## config.mk

```make
export PLATFORM = sky130hd
export DESIGN_NAME = maf_divider
export DESIGN_NICKNAME = d
export VERILOG_FILES = /design/src/rtl/maf_divider.sv
export SDC_FILE = /design/constraint.sdc
export NUM_CORES = 1
export LEC_CHECK = 0
export ABC_CLOCK_PERIOD_IN_PS = 6590
export BUFFER_PORTS_ARGS = -buffer_cell sky130_fd_sc_hd__buf_2
export CORE_MARGIN = 2
export CORE_UTILIZATION = 40
export DETAILED_ROUTE_END_ITERATION = 12
export PLACE_DENSITY_LB_ADDON = 0.15
export SYNTH_ARGS = -nofsm -noshare
export SYNTH_HDL_FRONTEND = slang
export SYNTH_SLANG_ARGS = --single-unit
```

## constraint.sdc

```tcl
create_clock -name clk_i -period 6.59 [get_ports clk_i]
set_clock_uncertainty 0.15 [all_clocks]
set_input_delay 0.3295 -clock clk_i [delete_from_list [all_inputs] [get_ports clk_i]]
set_output_delay 0.3295 -clock clk_i [all_outputs]
set_load 0.02 [all_outputs]
```

## src/rtl/maf_divider.sv

```systemverilog
module maf_divider #(
  parameter int SUM_W = 24,
  parameter int CNT_W = 9
) (
  input  logic             clk_i,
  input  logic             rst_ni,
  input  logic             start_i,
  input  logic [SUM_W-1:0] dividend_i,
  input  logic [CNT_W-1:0] divisor_i,
  output logic             done_o,
  output logic [SUM_W-1:0] quotient_o
);

  localparam int STEP_W = $clog2(SUM_W + 1);

  logic              busy_q;
  logic [STEP_W-1:0] step_q;
  logic [CNT_W-1:0]  rem_q;
  logic [SUM_W-1:0]  quo_q;
  logic [CNT_W-1:0]  div_q;
  logic              neg_q;

  logic [CNT_W:0]    trial;
  logic              fits;
  logic [SUM_W-1:0]  magnitude;

  // Restoring division: one quotient bit per cycle, dividend bits shift out
  // of the top of quo_q while quotient bits shift in at the bottom.
  assign trial     = {rem_q, quo_q[SUM_W-1]};
  assign fits      = trial >= {1'b0, div_q};
  assign magnitude = dividend_i[SUM_W-1] ? (~dividend_i + 1'b1) : dividend_i;

  always_ff @(posedge clk_i or negedge rst_ni) begin
    if (!rst_ni) begin
      busy_q <= 1'b0;
      step_q <= '0;
    end else if (start_i) begin
      busy_q <= 1'b1;
      step_q <= STEP_W'(SUM_W);
    end else if (busy_q) begin
      step_q <= step_q - 1'b1;
      if (step_q == STEP_W'(1)) begin
        busy_q <= 1'b0;
      end
    end
  end

  always_ff @(posedge clk_i) begin
    if (start_i) begin
      rem_q <= '0;
      quo_q <= magnitude;
      div_q <= divisor_i;
      neg_q <= dividend_i[SUM_W-1];
    end else if (busy_q) begin
      rem_q <= fits ? CNT_W'(trial - {1'b0, div_q}) : CNT_W'(trial);
      quo_q <= {quo_q[SUM_W-2:0], fits};
    end
  end

  assign done_o     = busy_q && (step_q == STEP_W'(1));
  assign quotient_o = neg_q ? (~quo_q + 1'b1) : quo_q;

endmodule

```

# Word level (Yosys, flattened, before mapping)
# Index checks and enable logic that the tools add are counted.
totals:
  output_inout_bits: 25
  memories: 0
  ram_bits: 0
  rom_bits: 0
  wordCells: 26
  reg_bits: 49
  latch_bits: 0
  in_bits: 36
classes:
  shifts: 0
  mul: 0
  n_bitwise: 2
  n_lt_le_gt_ge: 1
  div_mod_pow: 0
  add_sub_neg: 4
  n_reduce_logical: 2
  eq_ne: 1
  mux: 10
op_table:
  columns: ["op", "n"]
  rows:
  - ["2-to-1 mux 24 bit", 4]
  - ["adder 24 x 1 -> 24 bit (second input constant)", 2]
  - ["inverter 24 bit", 2]
  - [">= comparator 10 x 9 -> 1 bit", 1]
  - ["2-to-1 mux 5 bit", 2]
  - ["2-to-1 mux 9 bit", 1]
  - ["subtractor 9 bit", 1]
  - ["equality test 5 x 1 -> 1 bit (second input constant)", 1]
  - ["subtractor 5 x 1 -> 5 bit (second input constant)", 1]
  - ["2-to-1 mux 1 bit", 3]
  - ["nonzero test 2 bit", 1]
  - ["logical AND 1 bit", 1]

# Longest topological paths before layout
# Gate-level depths: netlist of run 1.
logic_depth:
  word_depth: 4
  depth_mapped: 10
  mapped_depth_nobuf: 9

# Worst setup path after synthesis of run 1
# No wires, ideal clock.
synth_path:
  path_type: "reg-to-output"
  startpoint: "reg quo_q[10]"
  endpoint: "out quotient_o[22]"
  required_ns: 6.110
  n_path_buf: 0
  path_stages_with_launch: 6
  arrival_time_ns: 2.222
  slack_ns: 3.888
  path_cell_list: "edfxtp_1 -> or3_4 -> or4b_4 -> or3_4 -> o41ai_2 -> xnor2_1"
synth_between:
  elab_chain_len: 3
synth_lines:
  columns: ["element", "line_no", "rtl"]
  rows:
  - ["start: declaration", "19", "logic [SUM_W-1:0] quo_q;"]
  - ["start signal: assignment", "51", "quo_q <= magnitude;"]
  - ["start signal: assignment", "56", "quo_q <= {quo_q[SUM_W-2:0], fits};"]
  - ["inverter 24 bit", "61", "assign quotient_o = neg_q ? (~quo_q + 1'b1) : quo_q;"]
  - ["adder 24 x 1 -> 24 bit", "61", null]
  - ["2-to-1 mux 24 bit", "61", null]
  - ["end: declaration", "11", "output logic [SUM_W-1:0] quotient_o"]
# No other way between the ends.

# Worst setup path after layout of run 1
layout_path:
  startpoint: "reg quo_q[4]"
  endpoint: "out quotient_o[21]"
# Same word-level chain as after synthesis.

==> results of run 1 <==
## metal layers
layer  up-vias  wire length, µm
met5         -                0
met3         2              418
met1      1285             3546
li1       1394                -
met4         0               30
met2        65             3462
## state kept, by name, summed over array words and instances (netlist names)
register and flops:
busy_q 1, div_q 9, neg_q 1, quo_q 24
step_q 5, rem_q 9
## layout by cell type (no fill, tap or decap), drive strengths merged, types with 17 or more instances in the layout
| master | n |
|---|---|
| buf | 62 |
| nor2 | 41 |
| edfxtp | 34 |
| xnor2 | 27 |
| xor2 | 24 |
| a21oi | 24 |
| nand2 | 23 |
| o21ai | 23 |
| inv | 20 |
| o31ai | 17 |
## layout make-up
| cell class | count | area, µm² |
|---|---|---|
| fill | 834 | 4319 |
| multi-input combinational | 269 | 1849 |
| sequential | 49 | 1351 |
| timing repair buffer | 63 | 325.3 |
| tap | 105 | 131.4 |
| clock buffer | 6 | 72.57 |
| inverter | 19 | 71.32 |
| clock inverter | 2 | 13.76 |
## through the flow
step / total power (µW) / worst slack, ns / area [µm²] / utilization [%] / cells
2_1_floorplan: 745.6 / 3.888 / 3326 / - / 350
3_5_place_dp: 862.1 / 3.705 / 3719 / 45.72 / 504
6_report: 1032 / 3.374 / 3815 / 46.90 / 513
3_3_place_gp: 858.8 / 3.767 / 3719 / 45.72 / 504
5_1_grt: 1109 / 3.220 / 3815 / 46.90 / 513
4_1_cts: 1043 / 3.363 / 3815 / 46.90 / 513
## power groups by stage
stage	Clock, µW	Combinational [µW]	Sequential [µW]
after floorplan	0	314	431
after global routing	196	464	449
after global placement	0	413	446
final	178	412	442
after detailed placement	0	414	448
after CTS	185	416	442
## timing repair
item                                    CTS  global route
gates resized for setup                   0             0
hold buffers                              1             0
endpoints found under the hold margin     6             0
endpoints found under the setup margin    0             0
## worst paths after layout
check                      depth (start not counted)          from        endpoint
hold reg to reg                                    2      rem_q[8]        rem_q[8]
min in group asynchronous                          2        rst_ni       step_q[4]
setup reg to reg                                  10     quo_q[23]        rem_q[1]
hold / removal                                     1  divisor_i[2]        div_q[2]
setup / recovery                                   6      quo_q[4]  quotient_o[21]
max in group asynchronous                          2        rst_ni       step_q[1]
## cells by family after synthesis
group | synth area share, %
and+or+nand+nor | 16.55
AOI/OAI and AO/OA | 17.98
xor gates and xnor gates | 13.43
DFF | 40.63
buffers and inverters | 3.762
adders and majority gates | 5.493
muxes | 2.145
==> impl_results.md, run 1 <==
* Peak supply drop at 0.1058 mV
* Synth Register Bits at 49
* GRT Max-Usage Layer: met2
* GRT met3 Usage at just under 4%
* Hold Crit Class: in -> reg
* Crit path buf inv count at 1
* Grt total ovfl at 0
* Setup Viol. Count Final at 0
* Async SR Flop Fraction at about an eighth
* P per Cell Area at 270.6 nW/µm²
* Synth cell types at 52
* Slew @ Worst Pin at 0.9591 ns
* Clk Latency, worst-skew pair at about 0.3 ns
* Top FF cell, synth: edfxtp_1
* Num ports at 61
* Arrival time of the worst setup path at between 2 and 3 ns
* WS Path Type: reg -> out
* CTS tree: built
* Core Box Area at between 8000 and 9000 µm²
* Vias at between 2000 and 3000
* Slew margin rel. at 35.99%
* Post-layout min period at 3.216 ns
* Residual DRC at 0
* Starting Density at 40.89%
* Longest Clk Path Bufs at 2
* Critical Path Sink Type: output port
* Antenna violations before repair at 0
* Die H at between 90 and 100 µm
* Die Area at 9059 µm²
* Avg WL per Cell at 14.54 µm
* DR iter-0 viols at roughly 160
* Slowest CP cell: or4b_1
* Seq/Total Area, Yosys at 40.63%
* Crit path largest cell delay at 0.59 ns
* Post-synth EDFFs at 34
* First-pass GRT wire length at around 12 mm
* Part of the cycle the worst path needs at between 40 and 50%
* Final setup TNS at 0 ns
* Yosys top cell area share at 30.70%
* Mean Syn Cell Area at about 9.5 µm²
* Mapped Cells at 350
* Die Width at between 90 and 100 µm
* CP startpoint kind: register
* Clock share of power at 17.3%
* FMAX at roughly 0.31 GHz
* # diodes at 0
* Switching Fraction at a little under two fifths
* Post-CTS setup buffer count at 0
* Most common cell in the netlist: nor2_1
* Port bufs at 60
* H-tree levels at 2
* Final Hold Vio Count at 0
* Site row count at 33
* Dpl hpwl at 5.455 mm
* Cell family with most CP delay: simple AND/OR/NAND/NOR gates
* Slew Viols, Final at 0
* Syn_nets at 400
* Critical path peak fanout at 5
* RSZ-0062 raised after global routing: false
* Run status: finished clean
* Detailed Routing Iterations Pass 1 at 4
* Net Switching at 388.9 µW
* P_leak at 0.001540 µW
* Pin count of the biggest net entering global routing at between 70 and 80
* Clock-pin slew on the worst setup and hold paths at 0.10 ns
* Synth warnings at 0
* GRT Overall Usage at roughly 17%
* Placer Congestion at between 0.8 and 0.9
* NumNets Final at 457
* Routed Antenna Nets at 0
* CTS Buf Count at 5
* Final hold slack at roughly 0.049 ns
* Area grow syn2layout at 14.71%
* Total wire length at 7.458 mm
* Top cells by area, synth: edfxtp_1 (31%), xnor2_1 (7.1%), xor2_1 (6.3%)
* Max cap viols at 0
* M2 GR Usage at 26.70%
* Root Buffer: clkbuf_8
* R2r setup slk at 3.87 ns
* Internal power at 643.3 µW
* Met1 usage at 23.91%
* Mapped cell area at around 3300 µm²
* Synth area leader: edfxtp_1
* Register share of total power at 42.8%
* # clock sinks at 49
* Worst EP required at between 6 and 7 ns
* Comb pwr share at 40.0%
* Vias in the first global route at 2545
* Layout cell share with drive strength beyond 1 at 19.61%
* CP cell instances: nor4_2 -> or4b_1 -> or3_4 -> o31ai_1 -> xnor2_1 -> buf_2
* Vias per cell at 5.353
* Synth top cells by count: nor2_1 (41), edfxtp_1 (34), xnor2_1 (27)
Note: power is estimated with default switching activity, not from simulation.
==> inputs of run 2 (changes only) <==
ABC_AREA = 1   (was default)
ABC_CLOCK_PERIOD_IN_PS = 3100   (was 6590)
clock period = 3.1 ns   (was 6.59 ns; I/O delays follow)
==> impl_results.md, run 2 <==
* Synth Register Bits at 49 (unchanged)
* Yosys top cell area share at 27.16% (was 30.70%)
* Commonest non-fill, non-tap cell in the layout: nand2_1 (was buf_2)
* Mean Syn Cell Area at 6.871 µm² (was 9.502 µm²)
* CTS tree: built (unchanged)
* Run status: finished clean (unchanged)
* Max cap viols at 0 (unchanged)
* Residual DRC at 0 (unchanged)
* Synth top cells by count: nand2_1 (166), inv_1 (89), nand3_1 (67) (was nor2_1 (41), edfxtp_1 (34), xnor2_1 (27))
* Syn_nets at 597 (was 400)
* Vias at 3507 (was 2746)
* Hold Crit Class: in -> async (was in -> reg)
* Slew @ Worst Pin at 1.007 ns (was 0.9591 ns)
* R2r setup slk at 0.78 ns (was 3.87 ns)
* Most common cell in the netlist: nand2_1 (was nor2_1)
* Worst R2R Start: quo_q[23] (unchanged)
* P_leak at 0.002244 µW (was 0.001540 µW)
* # clock sinks at 49 (unchanged)
* Highest-count cells in the layout ignoring fill and taps: nand2_1 (166), inv_1 (89), nand3_1 (67) (was buf_2 (60), nor2_1 (41), edfxtp_1 (34))
* Post-layout instance area at 4359 µm² (was 3815 µm²)
* H-tree levels at 2 (unchanged)
* GRT Overall Usage at 17.99% (was 16.87%)
* Max FFs per register at 24 (unchanged)
* Die H at 100.9 µm (was 95.18 µm)
* FMAX at 0.4140 GHz
* Post-layout min period at 2.416 ns
* Port bufs at 60 (unchanged)
* Top FF cell, synth: edfxtp_1 (unchanged)
* Placed insts at 707 (was 504)
* DR iter-0 viols at 144 (was 159)
* Synth warnings at 0 (unchanged)
* Total wire length at 8.954 mm (was 7.458 mm)
* Synth area leader: edfxtp_1 (unchanged)
* Synth cell types at 36 (was 52)
* Grt total ovfl at 0 (unchanged)
* Worst EP required at 2.79 ns (was 6.11 ns)
* Final setup TNS at 0 ns (unchanged)
* Seq/Total Area, Yosys at 35.95% (was 40.63%)
* Placer Congestion at 0.8615 (was 0.8313)
* P per Cell Area at 548.4 nW/µm² (was 270.6 nW/µm²)
* Site row count at 35 (was 33)
* Root Buffer: clkbuf_8 (unchanged)
* Die Width at 100.9 µm (was 95.18 µm)
* Area grow syn2layout at 15.98% (was 14.71%)
* Largest Register: quo_q (unchanged)
* Slew Viols, Final at 0 (unchanged)
* Largest regs: quo_q x24, div_q x9, rem_q x9 (unchanged)
* Detailed Routing Iterations Pass 1 at 5 (was 4)
* Dpl hpwl at 7.096 mm (was 5.455 mm)
* Layout cell share with drive strength beyond 1 at 13.03% (was 19.61%)
* Core Box Area at 9196 µm² (was 8134 µm²)
* Routed Antenna Nets at 0 (unchanged)
* Mapped cell area at 3759 µm² (was 3326 µm²)
* Mapped Cells at 547 (was 350)
* Antenna violations before repair at 0 (unchanged)
* # diodes at 0 (unchanged)
* Die Area at 10190 µm² (was 9059 µm²)
* Setup Viol. Count Final at 0 (unchanged)
* Critical path peak fanout at 4 (was 5)
* Top cells by area, synth: edfxtp_1 (27%), nand2_1 (17%), nand3_1 (8.9%) (was edfxtp_1 (31%), xnor2_1 (7.1%), xor2_1 (6.3%))
* Post-synth EDFFs at 34 (unchanged)
* Vias per cell at 4.837 (was 5.353)
* Post-placement cell area at 4145 µm² (was 3719 µm²)
* Arrival time of the worst setup path at 2.11 ns (was 2.74 ns)
* CTS Buf Count at 5 (unchanged)
* Async SR Flop Fraction at 12.24% (unchanged)
* Peak supply drop at 0.2132 mV (was 0.1058 mV)
* Slew margin rel. at 32.78% (was 35.99%)
* Final Hold Vio Count at 0 (unchanged)
* Worst-case reg-to-reg path depth at 12 (was 10)
* Worst reg2reg endpoint: quo_q[0] (was rem_q[1])
* Clk Latency, worst-skew pair at 0.30 ns (about the same)
* Post-layout instance count excluding filler cells at 725 (was 513)
* Num ports at 61 (unchanged)
* RSZ-0062 raised after global routing: false (unchanged)
* Critical Path Sink Type: output port (unchanged)
* Vias in the first global route at 3269 (was 2545)
* Starting Density at 40.87% (was 40.89%)
* Avg WL per Cell at 12.35 µm (was 14.54 µm)
* Clock-pin slew on the worst setup and hold paths at 0.09 ns (was 0.10 ns)
* First-pass GRT wire length at 14.66 mm (was 11.99 mm)
* CP startpoint kind: register (unchanged)
* Post-cts resize count at 0 (unchanged)
* Pin count of the biggest net entering global routing at 30 (was 71)
* WS Path Type: reg -> out (unchanged)
* Post-layout util at 47.40% (was 46.90%)
* Part of the cycle the worst path needs at 77.93%
* NumNets Final at 663 (was 457)
* Longest Clk Path Bufs at 2 (unchanged)
-- run 2: cell types whose count changed after synthesis, moves of 6 or more --
cell,change
nand2_1,+143
inv_1,+70
nand3_1,+65
xnor2_1,-21
a21oi_1,-13
o31ai_1,-13
mux2i_1,-6
o21ai_0,+6
or4_1,-6
xor2_1,-6
-- run 2: area by class of cell --
cell class / count / area (µm²)
Fill cell: 946 / 4837
Multi-Input combinational cell: 396 / 2006
Sequential cell: 49 / 1351
Timing Repair Buffer: 72 / 415.4
Inverter: 89 / 334.1
Tap cell: 111 / 138.9
Clock buffer: 7 / 107.6
Clock inverter: 1 / 6.256
-- run 2: layer usage --
metal  vias up  track usage (%)  share of wire [%]
met5         -                0                  0
met4         0            6.237                2.3
met3        15            2.011                2.2
met2        53            31.54                 48
met1      1563            22.96                 47
li1       1876                -                  -
-- run 2: worst max path at each step --
| stage | startpoint | endpoint | slack, ns | depth (start not counted) |
|---|---|---|---|---|
| finish | quo_q[0] | quotient_o[20] | 0.68 | 11 |
| global route | quo_q[0] | quotient_o[16] | 0.50 | 9 |
| CTS | quo_q[0] | quotient_o[20] | 0.66 | 11 |
| detailed placement | quo_q[23] | quo_q[0] | 0.77 | 12 |
| global placement | quo_q[23] | quo_q[0] | 0.83 | 12 |
| floorplan | quo_q[23] | quo_q[0] | 0.99 | 12 |
-- run 2: kinds of logic (layout without fill, tap and decap cells) --
family	Yosys count	count (layout)	synth area share [%]
adder cells (fa/ha/maj)	14	14	4.860
flip-flops	49	49	35.95
AO/OA/AOI/OAI	54	54	8.089
AND/OR/NAND/NOR	304	304	34.82
XOR/XNOR	24	24	5.593
buffers and inverters	102	169	10.69
-- run 2: critical path: stages (launching register included) --
cell and delay [ns]:
edfxtp_1 0.42, inv_1 0.12, ha_1 0.25, nand3_1 0.14, nor2_2 0.20, nand2_2 0.10, nor2_1 0.13, nand3_1 0.12
nand2_1 0.07, nand2_1 0.05, nand2_1 0.05, buf_2 0.15
-- run 2: report_power, final --
group | leakage, µW | internal (µW) | switching [µW]
Clock | 0.0000599 | 231 | 219
Sequential | 0.000500 | 814 | 91.1
Combinational | 0.00168 | 385 | 650
-- run 2: through the flow --
stage | total power [µW] | worst slack (ns) | hold slack, ns
after floorplan | 1694 | 0.9852 | -0.2906
after global placement | 1938 | 0.8299 | -0.1647
after detailed placement | 1946 | 0.7673 | -0.1640
after CTS | 2408 | 0.6571 | 0.03065
after global routing | 2583 | 0.5049 | 0.05945
final | 2391 | 0.6843 | 0.03882
-- run 2: timing repair --
item | in CTS | in global routing
hold buffers | 10 | 0
setup endpoints to repair | 0 | 0
endpoints found under the hold margin | 15 | 0
setup buffers | 0 | 0
